$ cat src/rtl/bsd_pkg.sv
`default_nettype none

package bsd_pkg;

    localparam int DEPTH  = 16;
    localparam int ADDR_W = (DEPTH > 1) ? $clog2(DEPTH) : 1;
    localparam int CNT_W  = $clog2(DEPTH + 1);
    localparam int DATA_W = 32;

    typedef enum logic [1:0] {
        KIND_INS_FRONT  = 2'd0,
        KIND_INS_REAR   = 2'd1,
        KIND_SRCH_FRONT = 2'd2,
        KIND_SRCH_REAR  = 2'd3
    } t_kind;

    // ring slot of base + offset, both below DEPTH
    function automatic logic [ADDR_W-1:0] wrap_add(input logic [ADDR_W-1:0] base,
                                                   input logic [ADDR_W-1:0] offset);
        logic [ADDR_W:0] sum;
        sum = {1'b0, base} + {1'b0, offset};
        if (sum >= (ADDR_W+1)'(DEPTH)) begin
            sum = sum - (ADDR_W+1)'(DEPTH);
        end
        return sum[ADDR_W-1:0];
    endfunction

endpackage

`default_nettype wire

$ cat src/rtl/bsd_ram.sv
`default_nettype none

module bsd_ram #(
    parameter int WIDTH = 32,
    parameter int DEPTH = 16
) (
    input  wire logic                     i_clk,
    input  wire logic                     i_we,
    input  wire logic [$clog2(DEPTH)-1:0] i_waddr,
    input  wire logic [WIDTH-1:0]         i_wdata,
    input  wire logic [$clog2(DEPTH)-1:0] i_raddr,
    output logic      [WIDTH-1:0]         o_rdata
);

    logic [WIDTH-1:0] r_mem [DEPTH];

    always_ff @(posedge i_clk) begin
        if (i_we) begin
            r_mem[i_waddr] <= i_wdata;
        end
        o_rdata <= r_mem[i_raddr];
    end

endmodule

`default_nettype wire

$ cat src/rtl/bidirectional_search_deque.sv
// Bounded deque of signed 32-bit values with linear search from either end.
// Input channel: i_valid / o_stall carrying i_kind and i_value. An item is
// taken at a clock edge with i_valid high and o_stall low.
//   kind 0 / 1 insert at the front / rear; kind 2 / 3 search from front / rear.
// Output channel: o_valid / i_stall carrying o_found, o_position, o_overflow.
// Every item gives exactly one result.
// Timing: an insert or a search of an empty store puts its result in the
// output register at the edge where the item is taken. A search reads one
// stored entry per cycle from the entry RAM (one read port, registered
// read) and stops at the first match. Its hit or miss goes from the done
// state into the output register once that register is free; the state
// then returns to idle, where the next item can be taken. One item is
// worked on at a time.
// A result waiting in the output register does not block the next item; the
// input stalls only while a search runs or while the output register is full
// and the receiver holds i_stall high.
// Reset (synchronous, i_rst_n low) empties the store and drops any pending
// result; stored values are not cleared.
`default_nettype none

module bidirectional_search_deque (
    input  wire logic                        i_clk,
    input  wire logic                        i_rst_n,
    input  wire logic                        i_valid,
    output logic                             o_stall,
    input  wire logic [1:0]                  i_kind,
    input  wire logic signed [31:0]          i_value,
    output logic                             o_valid,
    input  wire logic                        i_stall,
    output logic                             o_found,
    output logic      [bsd_pkg::CNT_W-1:0]   o_position,
    output logic                             o_overflow
);
    import bsd_pkg::*;

    typedef enum logic [2:0] {
        ST_IDLE   = 3'b001,
        ST_SEARCH = 3'b010,
        ST_DONE   = 3'b100
    } t_state;

    t_state              r_state, n_state;
    logic [ADDR_W-1:0]   r_front, n_front;
    logic [CNT_W-1:0]    r_occ, n_occ;
    logic [DATA_W-1:0]   r_key, n_key;
    logic                r_rear, n_rear;
    logic [CNT_W-1:0]    r_issue, n_issue;
    logic                r_cmp_valid, n_cmp_valid;
    logic [CNT_W-1:0]    r_cmp_j, n_cmp_j;
    logic                r_res_found, n_res_found;
    logic [CNT_W-1:0]    r_res_pos, n_res_pos;
    logic                r_out_valid, n_out_valid;
    logic                r_out_found, n_out_found;
    logic [CNT_W-1:0]    r_out_pos, n_out_pos;
    logic                r_out_ovf, n_out_ovf;

    // write of an accepted insert, carried to the next cycle
    logic                r_pending_wr, n_pending_wr;
    logic [ADDR_W-1:0]   r_wr_addr, n_wr_addr;

    logic                out_free;
    logic                accept;
    logic                full;
    logic                we;
    logic [ADDR_W-1:0]   waddr;
    logic [ADDR_W-1:0]   raddr;
    logic [ADDR_W-1:0]   front_dec;
    logic [ADDR_W-1:0]   rd_off;
    logic [CNT_W-1:0]    rear_off;
    logic [DATA_W-1:0]   rdata;

    // writes occur only in idle and read data is used only while searching, so
    // accesses to the same entry never overlap
    bsd_ram #(
        .WIDTH (DATA_W),
        .DEPTH (DEPTH)
    ) u_ram (
        .i_clk   (i_clk),
        .i_we    (we),
        .i_waddr (waddr),
        .i_wdata (r_key),
        .i_raddr (raddr),
        .o_rdata (rdata)
    );

    assign out_free  = !r_out_valid || !i_stall;
    assign accept    = i_valid && (r_state == ST_IDLE) && out_free;
    assign o_stall   = !((r_state == ST_IDLE) && out_free);
    assign full      = (r_occ == CNT_W'(DEPTH));
    assign front_dec = (r_front == '0) ? ADDR_W'(DEPTH - 1) : r_front - ADDR_W'(1);
    assign rear_off  = r_occ - CNT_W'(1) - r_issue;
    assign rd_off    = r_rear ? rear_off[ADDR_W-1:0] : r_issue[ADDR_W-1:0];
    assign raddr     = wrap_add(r_front, rd_off);

    always_comb begin
        n_state     = r_state;
        n_front     = r_front;
        n_occ       = r_occ;
        n_key       = r_key;
        n_rear      = r_rear;
        n_issue     = r_issue;
        n_cmp_valid = r_cmp_valid;
        n_cmp_j     = r_cmp_j;
        n_res_found = r_res_found;
        n_res_pos   = r_res_pos;
        n_out_valid = r_out_valid;
        n_out_found = r_out_found;
        n_out_pos   = r_out_pos;
        n_out_ovf   = r_out_ovf;
        we          = 1'b0;
        waddr       = front_dec;

        if (r_out_valid && !i_stall) begin
            n_out_valid = 1'b0;
        end

        case (r_state)
            ST_IDLE: begin
                if (accept) begin
                    n_out_valid = 1'b1;
                    n_out_found = 1'b0;
                    n_out_pos   = '0;
                    n_out_ovf   = 1'b0;
                    case (t_kind'(i_kind))
                        KIND_INS_FRONT: begin
                            if (full) begin
                                n_out_ovf = 1'b1;
                            end else begin
                                n_key   = i_value;
                                n_front = front_dec;
                                n_occ   = r_occ + CNT_W'(1);
                            end
                        end
                        KIND_INS_REAR: begin
                            if (full) begin
                                n_out_ovf = 1'b1;
                            end else begin
                                n_key = i_value;
                                n_occ = r_occ + CNT_W'(1);
                            end
                        end
                        KIND_SRCH_FRONT, KIND_SRCH_REAR: begin
                            // empty store: answer a miss at once
                            if (r_occ != '0) begin
                                n_out_valid = r_out_valid && i_stall;
                                n_key       = i_value;
                                n_rear      = i_kind[0];
                                n_issue     = '0;
                                n_cmp_valid = 1'b0;
                                n_state     = ST_SEARCH;
                            end
                        end
                        default: begin
                            n_state = ST_IDLE;
                        end
                    endcase
                end
                // the insert write lands in the cycle after the item is taken,
                // with the key register and updated indexes
                if (r_pending_wr) begin
                    we    = 1'b1;
                    waddr = r_wr_addr;
                end
            end
            ST_SEARCH: begin
                // issue one read per cycle, compare the one returned
                n_cmp_valid = (r_issue < r_occ);
                n_cmp_j     = r_issue;
                if (r_issue < r_occ) begin
                    n_issue = r_issue + CNT_W'(1);
                end
                if (r_cmp_valid) begin
                    if (rdata == r_key) begin
                        n_res_found = 1'b1;
                        n_res_pos   = r_cmp_j + CNT_W'(1);
                        n_cmp_valid = 1'b0;
                        n_state     = ST_DONE;
                    end else if (r_cmp_j == r_occ - CNT_W'(1)) begin
                        n_res_found = 1'b0;
                        n_res_pos   = '0;
                        n_cmp_valid = 1'b0;
                        n_state     = ST_DONE;
                    end
                end
            end
            ST_DONE: begin
                if (out_free) begin
                    n_out_valid = 1'b1;
                    n_out_found = r_res_found;
                    n_out_pos   = r_res_pos;
                    n_out_ovf   = 1'b0;
                    n_state     = ST_IDLE;
                end
            end
            default: begin
                n_state = ST_IDLE;
            end
        endcase
    end

    always_comb begin
        n_pending_wr = 1'b0;
        n_wr_addr    = r_wr_addr;
        if (accept && !full) begin
            if (t_kind'(i_kind) == KIND_INS_FRONT) begin
                n_pending_wr = 1'b1;
                n_wr_addr    = front_dec;
            end else if (t_kind'(i_kind) == KIND_INS_REAR) begin
                n_pending_wr = 1'b1;
                n_wr_addr    = wrap_add(r_front, r_occ[ADDR_W-1:0]);
            end
        end
    end

    always_ff @(posedge i_clk) begin
        if (!i_rst_n) begin
            r_state      <= ST_IDLE;
            r_front      <= '0;
            r_occ        <= '0;
            r_cmp_valid  <= 1'b0;
            r_out_valid  <= 1'b0;
            r_pending_wr <= 1'b0;
        end else begin
            r_state      <= n_state;
            r_front      <= n_front;
            r_occ        <= n_occ;
            r_cmp_valid  <= n_cmp_valid;
            r_out_valid  <= n_out_valid;
            r_pending_wr <= n_pending_wr;
        end
    end

    always_ff @(posedge i_clk) begin
        r_key       <= n_key;
        r_rear      <= n_rear;
        r_issue     <= n_issue;
        r_cmp_j     <= n_cmp_j;
        r_res_found <= n_res_found;
        r_res_pos   <= n_res_pos;
        r_out_found <= n_out_found;
        r_out_pos   <= n_out_pos;
        r_out_ovf   <= n_out_ovf;
        r_wr_addr   <= n_wr_addr;
    end

    assign o_valid    = r_out_valid;
    assign o_found    = r_out_found;
    assign o_position = r_out_pos;
    assign o_overflow = r_out_ovf;

endmodule

`default_nettype wire

$ cat config.mk
export PLATFORM = sky130hd
export DESIGN_NAME = bidirectional_search_deque
export DESIGN_NICKNAME = d
export VERILOG_FILES = /design/src/rtl/bsd_pkg.sv /design/src/rtl/bsd_ram.sv /design/src/rtl/bidirectional_search_deque.sv
export SDC_FILE = /design/constraint.sdc
export NUM_CORES = 1
export LEC_CHECK = 0
export BUFFER_PORTS_ARGS = -buffer_cell sky130_fd_sc_hd__buf_4
export CAP_MARGIN = 30
export CORE_ASPECT_RATIO = 1.75
export CORE_MARGIN = 2
export CORE_UTILIZATION = 45
export DETAILED_ROUTE_END_ITERATION = 12
export RECOVER_POWER = 50
export SYNTH_ARGS = -nofsm -noshare
export SYNTH_HDL_FRONTEND = slang
export SYNTH_SLANG_ARGS = --single-unit
$ cat constraint.sdc
create_clock -name i_clk -period 3.5 [get_ports i_clk]
set_clock_uncertainty 0.15 [all_clocks]
set_input_delay 0.525 -clock i_clk [delete_from_list [all_inputs] [get_ports i_clk]]
set_output_delay 0.525 -clock i_clk [all_outputs]
set_load 0.005 [all_outputs]
After elaboration in Yosys (flattened, before gate mapping)
Memories as Yosys holds them, arrays and structs flattened. A register that Yosys moved wholly into a read port is not among the register bits. Cells that the tools add are included.

RAM bits: 512. Register bits: 75. Memories kept: 1. Output and inout port bits: 9.

Memory list: u_ram.r_mem (depth 16, bits a word 32, rd ports 1, clocked after Yosys merged registers in 1, write ports 1, line bsd_ram.sv:15) `logic [WIDTH-1:0] r_mem [DEPTH];`.

Bitwise operators: 1. $add $sub $neg: 10. Reduce and logical (&&, ||, !) cells: 31. Equality and inequality tests: 18. Magnitude comparators: 3. Multiplexer cells: 57.

Operators by type and width (count): 32-bit two-way mux (2); 32-bit case mux with 2 select lines (1); 5-bit two-way mux (8); 32-bit equality test (1); 4-bit two-way mux (8); 1-bit two-way mux (24); 3-bit two-way mux (7); 5-bit case mux with 2 select lines (2); 4-bit AND reduction (5); 5-bit by 1-bit adder with 5-bit output (second input constant) (3); 2-bit != test (second input constant) (6); 4-bit by 1-bit subtractor with 4-bit output (second input constant) (3); 4-bit by 4-bit adder with 5-bit output (2); 5-bit >= comparator (second input constant) (2); 3-bit case mux with 3 select lines (1); 1-bit case mux with 2 select lines (4); 2-bit nonzero test (4); 1-bit logical AND (6); 3-bit AND reduction (2); 6-bit AND reduction (1); 5-bit equality test (1); 5-bit equality test (second input constant) (1); 5-bit < comparator (1); 5-bit AND reduction (1); other kinds (17) (24).

Longest topological paths before layout
Word-level depth: 6. Gate-level depth with buffers: 14. Gate-level depth less buffers: 12.

Hierarchy
Synthesis repeated with hierarchy kept, for this count alone.

Cells, all modules: 1150. Area total of the unflattened synthesis: 23695.2 um^2.

Modules (own cells, without submodules): bsd_ram (instances 1, cells each 838, area an instance 19835.3 um^2, seq. area each 16015.4 um^2); bidirectional_search_deque (instances 1, cells each 312, area an instance 3860.0 um^2, seq. area each 2102.0 um^2).

Worst setup path after synthesis
No wires, ideal clock.

Path type: register to register. From: register r_occ[0]. To: register u_ram.o_rdata[11] (read register of u_ram.r_mem). Stages on the path, launching flop included: 12. Library setup time: 0.134 ns. Arrival: 3.546 ns. Slack: -0.330 ns. Path buffers: 3. Cell sequence: dfxtp_1 -> buf_6 -> inv_1 -> ha_1 -> fa_1 -> a21oi_1 -> inv_1 -> fa_1 -> clkbuf_1 -> clkbuf_1 -> mux4_2 -> mux4_2.

Word-level cells in the longest chain between the ends: 6.

RTL lines: start, declared (line bidirectional_search_deque.sv:44) `logic [CNT_W-1:0] r_occ, n_occ;`; start signal, assigned (line bidirectional_search_deque.sv:226) `r_occ <= n_occ;`; 5-bit by 1-bit subtractor with 5-bit output *; 4-bit subtractor * (line bidirectional_search_deque.sv:91) `assign rear_off = r_occ - CNT_W'(1) - r_issue;`; 4-bit two-way mux * (line bidirectional_search_deque.sv:92) `assign rd_off = r_rear ? rear_off[ADDR_W-1:0] : r_issue[ADDR_W-1:0];`; 4-bit by 4-bit adder with 5-bit output * (line bsd_pkg.sv:21) `sum = {1'b0, base} + {1'b0, offset};`; 4-bit by 1-bit subtractor with 4-bit output or 5-bit >= comparator (tied branches) (line bsd_pkg.sv:23, bsd_pkg.sv:22); 4-bit two-way mux * (line bsd_pkg.sv:22) `if (sum >= (ADDR_W+1)'(DEPTH)) begin`; end, declared (line bsd_ram.sv:12) `output logic [WIDTH-1:0] o_rdata`.

Every way passes the cells marked *; elsewhere a longest branch is shown, timed or not. A chain may end at the register's enable or synchronous reset.

Final worst setup path
From: register r_occ[0]. To: register u_ram.o_rdata[3] (read register of u_ram.r_mem).

The elaborated chain is that of the path after synthesis.

==> reports/results.tsv <==
metric	value	unit
routed wl met2	28750	µm
CP max FO	16	
Final WS setup	-0.09761	ns
WL met1	21230	µm
failing checks	setup timing	
crit path buf inv count	4	
post-synthesis async set-or-reset flop share	0	
GR Overflow Total	0	
CTS HTree Levels	2	
Relative slew margins	0.4288	
largest net degree at the start of global routing	44	
fin crit period	3.598	ns
vias in the first global route	11800	
die area	54930	µm²
Pwr per Cell Area	598.9	nW/µm²
Cells after Synth	1086	
CTS tree	yes	
cell family with most CP delay	adder cells	
hpwl dp	30610	µm
final instance area	28270	µm²
Max rail drop VDD	420.8	µV
gr usage total	0.1990	
DP Area	25930	µm²
Final Max Tran Viols	0	
DR pass1 iterations	4	
Num Clock Sinks	619	
flops & latches, synth	619	
RSZ-0062 raised after global routing	yes	
CP Cell Sequence	buf_4 > ha_2 > fa_1 > a21oi_2 > inv_1 > fa_4 > buf_12 > buf_12 > mux4_2 > mux4_2	
Max Clk Rate	278.0	MHz
post-synth top area share	0.7202	
Final setup viols	32	
met3 WL	1698	µm
Final ANT Viol Nets	0	
core area	52360	µm²
clk_lat worst skew	0.59	ns
period utilization	1.028	
hold path start	i_rst_n	
starting density of the core	0.4555	
number of port buffers	46	
max-cap violations	0	
CP peak stage delay	0.82	ns
Layout Nets	1339	
Via Count	11190	
CTS Buf Count	55	
Top FF cell, synth	edfxtp_1	
Ys Warns	0	
DR top layer	met4	
top cells by area, synth	edfxtp_1 72%, mux4_2 15%, dfxtp_1 3.9%, xor2_1 1.5%, ha_1 1.0%	
drt wl/cell	26.64	µm
Hold Fails Final Rpt	0	
Remaining DRCs	0	
WHS	0.03596	ns
syn_area_per_cell	21.96	µm²
Syn Nets	1147	
Crit path required time	3.81	ns
Root Driver	clkbuf_16	
Critical Path Sink Type	flip-flop	
post-synth top area cell	edfxtp_1	
CTS clk-pin slew, worst paths	0.07	ns
dpl ws	-0.1813	ns
Slew @ Worst Pin	0.8502	ns
io pins	47	
Worst Hold Class	input pin to flip-flop	
EDFF count, synth	572	
first-pass GRT wire length	78120	µm
Die W	178.0	µm
CP Launch Type	flip-flop	
DR vias/cell	5.591	
drt initial violations	934	
worst r2r src	r_occ[0]	
Antenna diodes	0	
initial antenna violation count	0	
DRT Wirelength	53330	µm
Distinct cells, synth	57	
WS Path Type	flip-flop to flip-flop	
Crit path arrival time	3.91	ns
area grow syn2layout	18.52	%
Post-Syn Area	23850	µm²
share of layout cells above drive strength 1	0.3165	
gpl congestion	0.8064	
DIE HEIGHT	308.6	µm
register area share after synthesis	0.7596	
static leakage	9.230	nW
post-route setup TNS	-1.963	ns
Worst path slowest cell	fa_4	
clk buf depth	3	
Site Rows	111	
status	finished with violations	
Final Power	16.93	mW
launch point of the critical path	r_occ[0]	
[final timing paths]
kind	cells after the start	slack, ns	to
hold reg to reg	1	0.37	o_position[2]
setup / recovery	10	-0.1	u_ram.o_rdata[3]
setup reg to reg	10	-0.1	u_ram.o_rdata[3]
hold / removal	2	0.04	r_state[0]
[cells in the mapped netlist, types with 4 or more instances]
master and n:
edfxtp_1 572, mux4_2 159, dfxtp_1 47, nor2_1 43, xor2_1 41, clkbuf_1 21, inv_1 21, ha_1 20
nand2_1 15, xnor2_1 12, a21oi_1 11, buf_2 10, and2_1 9, nor4_1 9, nand2b_1 6, nand3_1 6
nand4_1 6, mux2_2 5, o21ai_0 5, buf_1 4, buf_6 4, nor3_1 4
[sequential cells by signal (all words and copies together) (netlist names)]
register	cells
u_ram.r_mem	512
r_key	32
u_ram.o_rdata	32
o_position	5
r_cmp_j	5
r_issue	5
r_occ	5
r_res_pos	5
r_front	4
r_wr_addr	4
r_state	3
o_found	1
o_overflow	1
o_valid	1
r_cmp_valid	1
r_pending_wr	1
r_rear	1
r_res_found	1
[report_power, final]
group / total, mW / leakage (nW) / internal, mW / switching (mW)
Sequential: 8.56 / 5.55 / 8.37 / 0.192
Clock: 6.14 / 0.879 / 3.44 / 2.69
Combinational: 2.24 / 2.81 / 1.19 / 1.05
Total: 16.9 / 9.23 / 13.0 / 3.93
[placed cells by master, fill, tap and decap left out, types with 4 or more instances in the layout]
| master | Yosys | layout |
|---|---|---|
| clkbuf_1 | 21 | 20 |
| inv_1 | 21 | 21 |
| mux4_2 | 159 | 160 |
| clkinvlp_4 | 0 | 5 |
| clkinv_1 | 0 | 6 |
| and2_1 | 9 | 9 |
| buf_4 | 1 | 80 |
| bufinv_16 | 0 | 6 |
| nor2_4 | 0 | 16 |
| ha_1 | 20 | 17 |
| dfxtp_1 | 47 | 47 |
| nor3_1 | 4 | 4 |
| clkbuf_8 | 0 | 4 |
| nand2b_1 | 6 | 6 |
| nand3_1 | 6 | 6 |
| edfxtp_1 | 572 | 572 |
| mux2_2 | 5 | 5 |
| buf_12 | 0 | 22 |
| o21ai_0 | 5 | 5 |
| a21oi_1 | 11 | 10 |
| nor4_1 | 9 | 9 |
| xnor2_1 | 12 | 12 |
| nand4_1 | 6 | 6 |
| xor2_1 | 41 | 40 |
| clkbuf_4 | 0 | 26 |
| buf_16 | 0 | 4 |
| nor2_1 | 43 | 27 |
| clkinv_2 | 0 | 8 |
| clkbuf_16 | 0 | 57 |
| dlygate4sd3_1 | 0 | 33 |
| nand2_1 | 15 | 15 |
[cells by family (layout without fill, tap and decap cells)]
logic type                 after synthesis  in the layout  synth area share
and+or+nand+nor                        115            115           0.02481
AOI/OAI and AO/OA                       43             43           0.01327
xor gates and xnor gates                56             56           0.02271
buffers and inverters                   62            300           0.01170
adders and majority gates               23             23           0.01301
muxes                                  168            168            0.1549
DFF                                    619            619            0.7596
[routing by layer]
metal	global-route usage	vias up
li1	-	4861
met1	0.2513	5970
met2	0.3576	266
met3	0.01930	96
met4	0.06843	0
met5	0	-
[what timing repair did]
| item | 4_1_cts | 5_1_grt |
|---|---|---|
| buffers inserted | 4 | 1 |
| endpoints found under the hold margin | 33 | 0 |
| gates resized for setup | 9 | 0 |
| hold buffers | 33 | 0 |
| setup endpoints to repair | 31 | 32 |
| gates cloned | 3 | 2 |
| pin swaps | 0 | 0 |
[final cells by class]
cell class	instances	area, µm²
fill	3969	24090
tap	678	848.3
clock buffer	72	1480
inverter	22	82.58
timing repair buffer	175	1764
multi-input combinational	405	5628
sequential	619	18120
clock inverter	31	347.8
[stage by stage]
step,util,cells
final,0.5399,2002
after global routing,0.5399,2002
after CTS,0.5393,1999
after detailed placement,0.4952,1856
after global placement,0.4952,1856
after floorplan,-,1086
Power figures use the tool's default switching activity.
